File: config.mk
export PLATFORM = sky130hd
export DESIGN_NAME = consumer_revision_table_top_flat
export DESIGN_NICKNAME = d
export VERILOG_FILES = /design/src/hdl/crt_pkg.sv /design/src/hdl/crt_req_if.sv /design/src/hdl/crt_rsp_if.sv /design/src/hdl/crt_ctrl.sv /design/src/hdl/crt_datapath.sv /design/src/hdl/consumer_revision_table_top.sv /design/src/flat_wrapper.sv
export VERILOG_INCLUDE_DIRS = /design/src /design/src/hdl
export SDC_FILE = /design/constraint.sdc
export NUM_CORES = 2
export LEC_CHECK = 0
export BUFFER_PORTS_ARGS = -buffer_cell sky130_fd_sc_hd__buf_2
export CORE_MARGIN = 2
export CORE_UTILIZATION = 30
export DETAILED_ROUTE_END_ITERATION = 16
export SLEW_MARGIN = 5
export SYNTH_ARGS = -nofsm -noshare
export SYNTH_HDL_FRONTEND = slang
export SYNTH_SLANG_ARGS = --single-unit
export TNS_END_PERCENT = 10
File: constraint.sdc
create_clock -name clk -period 13.9 [get_ports clk]
set_input_delay 0.695 -clock clk [delete_from_list [all_inputs] [get_ports clk]]
set_output_delay 0.695 -clock clk [all_outputs]
set_load 0.05 [all_outputs]
File: src/hdl/assert_macros.svh
// Assertion macros shared by the consumer revision table RTL.
// Each macro samples on clk and is disabled while rst_n is low.
`ifndef ASSERT_MACROS_SVH
`define ASSERT_MACROS_SVH

// Plain invariant, checked at every rising edge out of reset.
`define CRT_ASSERT(name, cond, msg) \
    name: assert property (@(posedge clk) disable iff (!rst_n) (cond)) else $error(msg);

// Same-cycle implication.
`define CRT_ASSERT_IMP(name, ante, cons, msg) \
    name: assert property (@(posedge clk) disable iff (!rst_n) (ante) |-> (cons)) else $error(msg);

// Next-cycle implication.
`define CRT_ASSERT_NXT(name, ante, cons, msg) \
    name: assert property (@(posedge clk) disable iff (!rst_n) (ante) |=> (cons)) else $error(msg);

`endif

File: src/hdl/crt_pkg.sv
// Shared types and constants for the consumer revision table.
// No dependencies; compile before every other file of the block.
`timescale 1ns / 1ps

package crt_pkg;

    localparam int ID_W  = 32;
    localparam int REV_W = 64;

    typedef enum logic [1:0] {
        CMD_ATTACH  = 2'd0,
        CMD_PRESENT = 2'd1,
        CMD_DETACH  = 2'd2,
        CMD_QUERY   = 2'd3
    } cmd_t;

    typedef enum logic [2:0] {
        ST_OK           = 3'd0,
        ST_ZERO_ID      = 3'd1,
        ST_DUPLICATE    = 3'd2,
        ST_NOT_ATTACHED = 3'd3,
        ST_BACKWARDS    = 3'd4,
        ST_FULL         = 3'd5
    } status_t;

    typedef enum logic [2:0] {
        CTL_IDLE   = 3'b001,
        CTL_SCAN   = 3'b010,
        CTL_COMMIT = 3'b100
    } ctl_state_t;

    // Controller to datapath
    typedef struct packed {
        logic start;
        logic scan;
        logic commit;
    } ctl_cmd_t;

    // Datapath to controller
    typedef struct packed {
        logic scan_done;
        logic out_busy;
    } dp_sts_t;

endpackage

File: src/hdl/crt_req_if.sv
// Request channel of the consumer revision table: valid/ready plus payload.
// Depends on crt_pkg.
`timescale 1ns / 1ps

interface crt_req_if;
    logic                        valid;
    logic                        ready;
    crt_pkg::cmd_t               cmd;
    logic [crt_pkg::ID_W-1:0]    view_id;
    logic [crt_pkg::REV_W-1:0]   revision;

    modport source (output valid, cmd, view_id, revision, input ready);
    modport sink   (input valid, cmd, view_id, revision, output ready);
endinterface

File: src/hdl/crt_rsp_if.sv
// Response channel of the consumer revision table: valid/ready plus payload.
// Depends on crt_pkg.
`timescale 1ns / 1ps

interface crt_rsp_if;
    logic                        valid;
    logic                        ready;
    crt_pkg::status_t            status;
    logic [crt_pkg::ID_W-1:0]    out_id;
    logic [crt_pkg::REV_W-1:0]   out_revision;
    logic [crt_pkg::REV_W-1:0]   min_revision;

    modport source (output valid, status, out_id, out_revision, min_revision, input ready);
    modport sink   (input valid, status, out_id, out_revision, min_revision, output ready);
endinterface

File: src/hdl/crt_ctrl.sv
// Sequencer of the consumer revision table: accept, scan, commit.
// Depends on crt_pkg.
`timescale 1ns / 1ps

module crt_ctrl
(
    input  logic              clk,
    input  logic              rst_n,
    input  logic              in_valid,
    output logic              in_ready,
    input  crt_pkg::dp_sts_t  sts,
    output crt_pkg::ctl_cmd_t ctl
);

    crt_pkg::ctl_state_t state_reg;
    crt_pkg::ctl_state_t state_next;

    always_comb
    begin
        state_next = state_reg;
        in_ready   = 1'b0;
        ctl        = '0;
        unique case (state_reg)
            crt_pkg::CTL_IDLE:
            begin
                in_ready  = 1'b1;
                ctl.start = in_valid;
                if (in_valid)
                begin
                    state_next = crt_pkg::CTL_SCAN;
                end
            end
            crt_pkg::CTL_SCAN:
            begin
                ctl.scan = 1'b1;
                if (sts.scan_done)
                begin
                    state_next = crt_pkg::CTL_COMMIT;
                end
            end
            crt_pkg::CTL_COMMIT:
            begin
                // hold until the result register is free
                if (!sts.out_busy)
                begin
                    ctl.commit = 1'b1;
                    state_next = crt_pkg::CTL_IDLE;
                end
            end
            default:
            begin
                state_next = crt_pkg::CTL_IDLE;
            end
        endcase
    end

    always_ff @(posedge clk or negedge rst_n)
    begin
        if (!rst_n)
        begin
            state_reg <= crt_pkg::CTL_IDLE;
        end
        else
        begin
            state_reg <= state_next;
        end
    end

endmodule

File: src/hdl/crt_datapath.sv
// Datapath of the consumer revision table: entry memories, valid bits,
// scan accumulators and result register. Depends on crt_pkg.
`timescale 1ns / 1ps

module crt_datapath
#(
    parameter int MAX_ENTRIES = 16
)
(
    input  logic                        clk,
    input  logic                        rst_n,
    input  crt_pkg::ctl_cmd_t           ctl,
    output crt_pkg::dp_sts_t            sts,
    input  crt_pkg::cmd_t               req_cmd,
    input  logic [crt_pkg::ID_W-1:0]    req_view_id,
    input  logic [crt_pkg::REV_W-1:0]   req_revision,
    output logic                        out_valid,
    input  logic                        out_ready,
    output crt_pkg::status_t            out_status,
    output logic [crt_pkg::ID_W-1:0]    out_id,
    output logic [crt_pkg::REV_W-1:0]   out_revision,
    output logic [crt_pkg::REV_W-1:0]   min_revision
);

    localparam int IDX_W = (MAX_ENTRIES > 1) ? $clog2(MAX_ENTRIES) : 1;
    localparam int CNT_W = $clog2(MAX_ENTRIES + 1);
    localparam logic [CNT_W-1:0] CNT_END  = CNT_W'(MAX_ENTRIES);
    localparam logic [IDX_W-1:0] IDX_LAST = IDX_W'(MAX_ENTRIES - 1);

    // entry storage
    logic [crt_pkg::ID_W-1:0]  id_mem  [MAX_ENTRIES];
    logic [crt_pkg::REV_W-1:0] rev_mem [MAX_ENTRIES];
    logic [MAX_ENTRIES-1:0]    valid_reg, valid_next;

    // latched request
    crt_pkg::cmd_t             cmd_reg, cmd_next;
    logic [crt_pkg::ID_W-1:0]  id_reg, id_next;
    logic [crt_pkg::REV_W-1:0] rev_reg, rev_next;

    // scan pointer and compare stage
    logic [CNT_W-1:0]          rd_cnt_reg, rd_cnt_next;
    logic                      cmp_vld_reg, cmp_vld_next;
    logic [IDX_W-1:0]          cmp_idx_reg, cmp_idx_next;
    logic [crt_pkg::ID_W-1:0]  id_rd_reg;
    logic [crt_pkg::REV_W-1:0] rev_rd_reg;

    // scan accumulators
    logic                      hit_reg, hit_next;
    logic [IDX_W-1:0]          hit_idx_reg, hit_idx_next;
    logic [crt_pkg::REV_W-1:0] hit_rev_reg, hit_rev_next;
    logic                      free_reg, free_next;
    logic [IDX_W-1:0]          free_idx_reg, free_idx_next;
    logic                      oth_any_reg, oth_any_next;
    logic [crt_pkg::REV_W-1:0] oth_min_reg, oth_min_next;

    // result register
    logic                      out_valid_reg, out_valid_next;
    crt_pkg::status_t          out_status_reg;
    logic [crt_pkg::ID_W-1:0]  out_id_reg;
    logic [crt_pkg::REV_W-1:0] out_rev_reg;
    logic [crt_pkg::REV_W-1:0] out_min_reg;

    logic                      rd_en;
    logic [IDX_W-1:0]          rd_idx;
    logic                      slot_valid;
    logic                      slot_match;

    crt_pkg::status_t          res_status;
    logic [crt_pkg::REV_W-1:0] res_rev;
    logic [crt_pkg::REV_W-1:0] res_min;
    logic                      wr_ok;
    logic                      mem_we;
    logic [IDX_W-1:0]          wr_idx;
    logic                      set_v;
    logic                      clr_v;
    logic                      inc;
    logic [crt_pkg::REV_W-1:0] inc_val;

    assign rd_en      = ctl.scan && (rd_cnt_reg != CNT_END);
    assign rd_idx     = rd_cnt_reg[IDX_W-1:0];
    assign slot_valid = valid_reg[cmp_idx_reg];
    assign slot_match = slot_valid && (id_rd_reg == id_reg);

    assign sts.scan_done = ctl.scan && cmp_vld_reg && (cmp_idx_reg == IDX_LAST);
    assign sts.out_busy  = out_valid_reg && !out_ready;

    // Scan: one slot read per cycle, each compared in the following cycle.
    always_comb
    begin
        cmd_next      = cmd_reg;
        id_next       = id_reg;
        rev_next      = rev_reg;
        rd_cnt_next   = rd_cnt_reg;
        cmp_vld_next  = 1'b0;
        cmp_idx_next  = cmp_idx_reg;
        hit_next      = hit_reg;
        hit_idx_next  = hit_idx_reg;
        hit_rev_next  = hit_rev_reg;
        free_next     = free_reg;
        free_idx_next = free_idx_reg;
        oth_any_next  = oth_any_reg;
        oth_min_next  = oth_min_reg;
        if (ctl.start)
        begin
            cmd_next     = req_cmd;
            id_next      = req_view_id;
            rev_next     = req_revision;
            rd_cnt_next  = '0;
            hit_next     = 1'b0;
            free_next    = 1'b0;
            oth_any_next = 1'b0;
        end
        else if (ctl.scan)
        begin
            cmp_vld_next = rd_en;
            cmp_idx_next = rd_idx;
            if (rd_en)
            begin
                rd_cnt_next = rd_cnt_reg + CNT_W'(1);
            end
            if (cmp_vld_reg)
            begin
                if (slot_match)
                begin
                    hit_next     = 1'b1;
                    hit_idx_next = cmp_idx_reg;
                    hit_rev_next = rev_rd_reg;
                end
                if (!slot_valid && !free_reg)
                begin
                    free_next     = 1'b1;
                    free_idx_next = cmp_idx_reg;
                end
                // minimum over every attached entry except the matching one
                if (slot_valid && !slot_match && (!oth_any_reg || rev_rd_reg < oth_min_reg))
                begin
                    oth_any_next = 1'b1;
                    oth_min_next = rev_rd_reg;
                end
            end
        end
    end

    // Decide the outcome from the scan results.
    always_comb
    begin
        res_status = crt_pkg::ST_OK;
        res_rev    = '0;
        wr_ok      = 1'b0;
        wr_idx     = hit_idx_reg;
        set_v      = 1'b0;
        clr_v      = 1'b0;
        inc        = 1'b0;
        inc_val    = hit_rev_reg;
        unique case (cmd_reg)
            crt_pkg::CMD_ATTACH:
            begin
                if (id_reg == '0)
                begin
                    res_status = crt_pkg::ST_ZERO_ID;
                end
                else if (hit_reg)
                begin
                    res_status = crt_pkg::ST_DUPLICATE;
                    inc        = 1'b1;
                end
                else if (!free_reg)
                begin
                    res_status = crt_pkg::ST_FULL;
                end
                else
                begin
                    wr_ok   = 1'b1;
                    wr_idx  = free_idx_reg;
                    set_v   = 1'b1;
                    res_rev = rev_reg;
                    inc     = 1'b1;
                    inc_val = rev_reg;
                end
            end
            crt_pkg::CMD_PRESENT:
            begin
                if (!hit_reg)
                begin
                    res_status = crt_pkg::ST_NOT_ATTACHED;
                end
                else if (rev_reg < hit_rev_reg)
                begin
                    res_status = crt_pkg::ST_BACKWARDS;
                    inc        = 1'b1;
                end
                else
                begin
                    wr_ok   = 1'b1;
                    res_rev = rev_reg;
                    inc     = 1'b1;
                    inc_val = rev_reg;
                end
            end
            crt_pkg::CMD_DETACH:
            begin
                if (!hit_reg)
                begin
                    res_status = crt_pkg::ST_NOT_ATTACHED;
                end
                else
                begin
                    clr_v = 1'b1;
                end
            end
            crt_pkg::CMD_QUERY:
            begin
                if (!hit_reg)
                begin
                    res_status = crt_pkg::ST_NOT_ATTACHED;
                end
                else
                begin
                    res_rev = hit_rev_reg;
                    inc     = 1'b1;
                end
            end
        endcase

        if (inc && (!oth_any_reg || inc_val < oth_min_reg))
        begin
            res_min = inc_val;
        end
        else if (oth_any_reg)
        begin
            res_min = oth_min_reg;
        end
        else
        begin
            res_min = '0;
        end
    end

    assign mem_we = ctl.commit && wr_ok;

    always_comb
    begin
        valid_next = valid_reg;
        if (ctl.commit && set_v)
        begin
            valid_next[wr_idx] = 1'b1;
        end
        if (ctl.commit && clr_v)
        begin
            valid_next[wr_idx] = 1'b0;
        end
    end

    always_comb
    begin
        if (ctl.commit)
        begin
            out_valid_next = 1'b1;
        end
        else if (out_ready)
        begin
            out_valid_next = 1'b0;
        end
        else
        begin
            out_valid_next = out_valid_reg;
        end
    end

    // entry memories: one write port, one registered read port
    always_ff @(posedge clk)
    begin
        if (mem_we)
        begin
            id_mem[wr_idx]  <= id_reg;
            rev_mem[wr_idx] <= rev_reg;
        end
        if (rd_en)
        begin
            id_rd_reg  <= id_mem[rd_idx];
            rev_rd_reg <= rev_mem[rd_idx];
        end
    end

    always_ff @(posedge clk or negedge rst_n)
    begin
        if (!rst_n)
        begin
            valid_reg     <= '0;
            cmd_reg       <= crt_pkg::CMD_QUERY;
            rd_cnt_reg    <= '0;
            cmp_vld_reg   <= 1'b0;
            hit_reg       <= 1'b0;
            free_reg      <= 1'b0;
            oth_any_reg   <= 1'b0;
            out_valid_reg <= 1'b0;
        end
        else
        begin
            valid_reg     <= valid_next;
            cmd_reg       <= cmd_next;
            rd_cnt_reg    <= rd_cnt_next;
            cmp_vld_reg   <= cmp_vld_next;
            hit_reg       <= hit_next;
            free_reg      <= free_next;
            oth_any_reg   <= oth_any_next;
            out_valid_reg <= out_valid_next;
        end
    end

    always_ff @(posedge clk)
    begin
        id_reg       <= id_next;
        rev_reg      <= rev_next;
        cmp_idx_reg  <= cmp_idx_next;
        hit_idx_reg  <= hit_idx_next;
        hit_rev_reg  <= hit_rev_next;
        free_idx_reg <= free_idx_next;
        oth_min_reg  <= oth_min_next;
        if (ctl.commit)
        begin
            out_status_reg <= res_status;
            out_id_reg     <= id_reg;
            out_rev_reg    <= res_rev;
            out_min_reg    <= res_min;
        end
    end

    assign out_valid    = out_valid_reg;
    assign out_status   = out_status_reg;
    assign out_id       = out_id_reg;
    assign out_revision = out_rev_reg;
    assign min_revision = out_min_reg;

endmodule

File: src/hdl/consumer_revision_table_top.sv
// Top level of the consumer revision table: sequencer plus datapath.
// Depends on crt_pkg, crt_req_if, crt_rsp_if, crt_ctrl, crt_datapath and
// assert_macros.svh.
//
//  channel  dir  handshake        payload
//  -------  ---  ---------------  ------------------------------------------
//  req      in   valid / ready    cmd, view_id, revision
//  rsp      out  valid / ready    status, out_id, out_revision, min_revision
//
// Each item is accepted in the idle state, then scanned over every slot in
// the scan state, one slot read per cycle over a single read port and each
// read compared in the cycle after, then written to its result register in
// the commit state. The next item is accepted only once the sequencer is back
// in the idle state, so items do not overlap; a waiting response does not
// hold off the next scan, but a commit stalls while the result register still
// holds an untaken item. Reset clears every valid bit at once.
`timescale 1ns / 1ps
`include "assert_macros.svh"

module consumer_revision_table_top
#(
    parameter int MAX_ENTRIES = 16
)
(
    input  logic      clk,
    input  logic      rst_n,
    crt_req_if.sink   req,
    crt_rsp_if.source rsp
);

    crt_pkg::ctl_cmd_t ctl;
    crt_pkg::dp_sts_t  sts;

    // sequencer: owns the request handshake
    crt_ctrl u_ctrl
    (
        .clk      (clk),
        .rst_n    (rst_n),
        .in_valid (req.valid),
        .in_ready (req.ready),
        .sts      (sts),
        .ctl      (ctl)
    );

    // datapath: table storage, scan and the response register
    crt_datapath
    #(
        .MAX_ENTRIES (MAX_ENTRIES)
    )
    u_datapath
    (
        .clk          (clk),
        .rst_n        (rst_n),
        .ctl          (ctl),
        .sts          (sts),
        .req_cmd      (req.cmd),
        .req_view_id  (req.view_id),
        .req_revision (req.revision),
        .out_valid    (rsp.valid),
        .out_ready    (rsp.ready),
        .out_status   (rsp.status),
        .out_id       (rsp.out_id),
        .out_revision (rsp.out_revision),
        .min_revision (rsp.min_revision)
    );

    // never overwrite a result that is still waiting
    `CRT_ASSERT_IMP(a_commit_free, ctl.commit, !(rsp.valid && !rsp.ready), "commit over a held result")
    // a commit always presents a result in the next cycle
    `CRT_ASSERT_NXT(a_commit_shows, ctl.commit, rsp.valid, "commit without a result")
    // no item is taken while a scan is in progress
    `CRT_ASSERT_IMP(a_accept_idle, req.valid && req.ready, !ctl.scan && !ctl.commit, "accept during scan")

endmodule

File: src/flat_wrapper.sv
// flat-port wrapper written by rule: the top's interface ports become plain ports
module consumer_revision_table_top_flat 
#(
    parameter int MAX_ENTRIES = 16
)
  (clk, rst_n, req_valid, req_cmd, req_view_id, req_revision, req_ready, rsp_valid, rsp_status, rsp_out_id, rsp_out_revision, rsp_min_revision, rsp_ready);
  crt_req_if req_i ();
  crt_rsp_if rsp_i ();
  input  logic clk;
  input  logic rst_n;
  input wire logic [$bits(req_i.valid)-1:0] req_valid;
  input wire logic [$bits(req_i.cmd)-1:0] req_cmd;
  input wire logic [$bits(req_i.view_id)-1:0] req_view_id;
  input wire logic [$bits(req_i.revision)-1:0] req_revision;
  output wire logic [$bits(req_i.ready)-1:0] req_ready;
  output wire logic [$bits(rsp_i.valid)-1:0] rsp_valid;
  output wire logic [$bits(rsp_i.status)-1:0] rsp_status;
  output wire logic [$bits(rsp_i.out_id)-1:0] rsp_out_id;
  output wire logic [$bits(rsp_i.out_revision)-1:0] rsp_out_revision;
  output wire logic [$bits(rsp_i.min_revision)-1:0] rsp_min_revision;
  input wire logic [$bits(rsp_i.ready)-1:0] rsp_ready;
  assign req_i.valid = req_valid;
  assign req_i.cmd = req_cmd;
  assign req_i.view_id = req_view_id;
  assign req_i.revision = req_revision;
  assign req_ready = req_i.ready;
  assign rsp_valid = rsp_i.valid;
  assign rsp_status = rsp_i.status;
  assign rsp_out_id = rsp_i.out_id;
  assign rsp_out_revision = rsp_i.out_revision;
  assign rsp_min_revision = rsp_i.min_revision;
  assign rsp_i.ready = rsp_ready;
  consumer_revision_table_top #(.MAX_ENTRIES(MAX_ENTRIES)) u_core (.clk(clk), .rst_n(rst_n), .req(req_i), .rsp(rsp_i));
endmodule
==> metrics.md <==
| Metric | Value |
|---|---|
| Outcome | completed |
| Port-buffer cells | 266 |
| Die W | 526 um |
| Req. time, crit path | 14.47 ns |
| Final ANT Viol Nets | 0 |
| VDD IR max | 0.140 mV |
| Top Registers | u_core.u_datapath.rev_mem: 1024 flops, u_core.u_datapath.id_mem: 512 flops |
| Largest Register | u_core.u_datapath.rev_mem |
| Max Fclk | 104 MHz |
| Hold endpoint | u_core.u_datapath.rev_reg[17] |
| Clock latency on the worst-skew pair | slightly below 0.9 ns |
| Pin count of the biggest net entering global routing | 110 |
| R2r endpoint | u_core.u_datapath.min_revision[38] |
| Clock transition at path regs | 0.06 ns |
| Vias post-DR | 39.9k |
| Cell depth of the worst hold path | 1 |
| Synth top area share | 74.7% |
| Crit-path max FO | 46 |
| Gpl congestion | 0.799 |
| Crit path DAT | 10.14 ns |
| CP Launch Type | flop |
| Top Usage Layer GRT | met2 |
| Type of the worst min-delay path | in -> reg |
| Pwr/cell area | approximately 160 nW/um^2 |
| Vias per Instance | 4.97 |
| Max_cap viols | 0 |
| # resized after CTS | 0 |
| Share of layout cells above drive strength 1 | 29.2% |
| Post-synth EDFFs | 2,031 |
| Crit end category | flop |
| Die footprint | 276,000 sq um |
| Max clock buf depth | 3 |
| Tcrit/Tclk final | 68.9% |
| Fin. Hold Viols | 0 |
| HP Start | req_revision[17] |
| Final setup viols | 0 |
| Crit path kind | reg -> reg |
| Leading post-synthesis cells by instance count | edfxtp_1 (2,031), mux4_2 (485), ha_1 (191), inv_1 (136), mux2_2 (114) |
| Unrepaired setup endpoints after global routing | no |
| First-pass GRT wire length | 305,000 um |
| Synthesized net count | between 4k and 5k |
| Register area share after synthesis | 75.7% |
| Cell type with the largest total area after synthesis | edfxtp_1 |
| Pleak | roughly 30 nW |
| Top-count cell post-synth | edfxtp_1 |
| Syn Inst Count | 3,794 |
| Post-Syn Area | 81,600 sq um |
| Drt pass-1 iters | 7 |
| Met3 usage | 2.70% |
| Remaining DRCs | 0 |
| TritonCTS buffer count | 209 |
| Fin. max-slew vios | 0 |
| Primary FF master, synth | edfxtp_1 |
| Number of global-route vias before repair | just over 40k |
| Post-Route WL | 214,000 um |
| Hold_ws | 0.0544 ns |
| Setup_tns | 0 ns |
| FF-to-FF path depth | 24 |
| Nets | approximately 4.6k |
| Slew HR | 24.5% |
| Worst R2R Start | u_core.u_datapath.rev_reg[2] |
| P&R area growth vs syn | 16.5% |
| Fin worst setup slack | around 4.3 ns |
| Pre-CTS setup slack | 4.40 ns |
| Std cell rows | 191 |
| Filler instances | 25.0k |
| Layout Utilization | a little over a third |
| H-tree depth | 4 |
| Slew @ Worst Pin | 1.13 ns |
| Post-synthesis cell type count | between 50 and 60 |
| Grt total ovfl | 0 |
| Clock Skews | 0.0872 ns |
| Async set or reset register ratio after synthesis | approximately 1.5% |
| Overall Power | 15.6 mW |
| GRT Total Usage | 15.3% |
| M1 GR Usage | 20.7% |
| Avg Inst Size Synth | around 22 sq um |
| Period minus WS final | 9.57 ns |
| Clk sinks | 2,062 |
| R2r setup slk | 4.33 ns |
| # IOs | approximately 270 |
| GR met2 Demand/Resource | 25.3% |
| Post-synthesis sequential element count | 2,062 |
| Core area | 271,000 sq um |
| Leading post-synthesis cells by cell area | edfxtp_1 (75%), mux4_2 (13%), ha_1 (2.9%) |
| Root Buffer Master | clkbuf_16 |
| CTS tree | done |
| Detailed-route wire length per cell | 26.7 um |
| Max reg flops | 1,024 |
| Starting Density | 30.1% |
| Initial DRC Count | 4,131 |
| Detailed Place HPWL | ~120,000 um |
| Die height | 526 um |
| Initial antenna violation count | 32 |
| Warnings from Yosys | 0 |
[area by class of cell]
type / instances / area, sq um / area share [%]
multi-input cells: 1445 / 18800 / 19.8
inverters: 136 / 523 / 0.550
clock inverters: 123 / 1260 / 1.32
diodes: 4 / 10.0 / 0.0105
flip-flops and latches: 2062 / 61800 / 65.0
well taps: 3570 / 4470 / 4.70
clock buffers: 252 / 5460 / 5.74
repair buffers: 432 / 2770 / 2.91
[report_power, final]
part	total [mW]	switching [mW]	internal, mW
clock	5.51	2.42	3.09
combinational	2.35	1.20	1.15
sequential	7.72	0.406	7.32
[worst max-delay path by stage]
| stage | depth (start not counted) | from | end |
|---|---|---|---|
| 2_1_floorplan | 6 | rsp_ready | u_core.u_datapath.id_mem[0][0] |
| 3_3_place_gp | 23 | u_core.u_datapath.rev_reg[1] | u_core.u_datapath.min_revision[19] |
| 3_5_place_dp | 24 | u_core.u_datapath.rev_reg[1] | u_core.u_datapath.min_revision[24] |
| 4_1_cts | 24 | u_core.u_datapath.rev_reg[2] | u_core.u_datapath.min_revision[38] |
| 5_1_grt | 23 | u_core.u_datapath.rev_reg[2] | u_core.u_datapath.min_revision[43] |
| 6_report | 24 | u_core.u_datapath.rev_reg[2] | u_core.u_datapath.min_revision[38] |
[critical path: stages (launching register included)]
cell	delay, ns
edfxtp_1	0.64
ha_1	0.42
nand2_1	0.05
o21ai_0	0.46
a21oi_1	0.20
o21ai_0	0.57
a41oi_1	0.55
o31ai_2	0.50
nand2_1	0.15
nand2_4	0.56
buf_4	0.61
mux2_2	0.42
ha_1	0.30
a21oi_1	0.18
o22ai_1	0.10
nor2_1	0.11
nor3_1	0.06
a2111oi_0	0.49
buf_4	0.23
nor2_1	0.05
nor4_1	0.46
o2bb2ai_1	0.18
a31oi_4	0.68
buf_4	0.82
mux2_2	0.42
[cells by family (layout without fill, tap and decap cells)]
logic type | count (synthesis) | after routing | share of synthesized area, %
xor gates and xnor gates | 35 | 35 | 0.376
other | 0 | 4 | 0
and+or+nand+nor | 324 | 324 | 2.09
buffers and inverters | 287 | 943 | 1.40
muxes | 614 | 614 | 15.2
adders and majority gates | 191 | 191 | 2.93
DFF | 2062 | 2062 | 75.7
AOI/OAI and AO/OA | 281 | 281 | 2.30
[placed cells by master, fill, tap and decap left out, types with 16 or more instances in the layout]
| cell type | synthesis | routed |
|---|---|---|
| edfxtp_1 | 2031 | 2031 |
| mux4_2 | 485 | 485 |
| buf_2 | 16 | 266 |
| clkbuf_16 | 0 | 210 |
| ha_1 | 191 | 191 |
| inv_1 | 136 | 134 |
| mux2_2 | 114 | 114 |
| a21oi_1 | 99 | 99 |
| buf_4 | 0 | 97 |
| dlygate4sd3_1 | 0 | 67 |
| a22o_1 | 65 | 65 |
| and2_1 | 64 | 64 |
| nand2_1 | 64 | 63 |
| nor2_1 | 56 | 55 |
| clkinv_1 | 0 | 50 |
| a21o_1 | 44 | 44 |
| clkbuf_1 | 92 | 37 |
| o21ai_0 | 35 | 35 |
| nand4_1 | 34 | 34 |
| xnor2_1 | 32 | 32 |
| clkinv_2 | 0 | 27 |
| dfrtp_1 | 28 | 23 |
| nor3_2 | 2 | 19 |
| nand3_1 | 17 | 17 |
| nor4_1 | 16 | 16 |
[layer usage]
layer  up-vias  routed length [um]
li1      16800                   -
met2      1349              105000
met4        14                4630
met1     21500               91400
met5         -                  98
met3       296               13100
[stage by stage]
stage	cells	instance area, sq um
after floorplan	3794	81600
after global placement	7578	87700
after detailed placement	7578	87700
after CTS	8020	95100
after global routing	8020	95100
final	8024	95100
[timing repair]
item / 4_1_cts / 5_1_grt
hold buffers: 67 / 0
endpoints found under the hold margin: 94 / 0
buffers inserted: 0 / 0
Power figures use the tool's default switching activity.
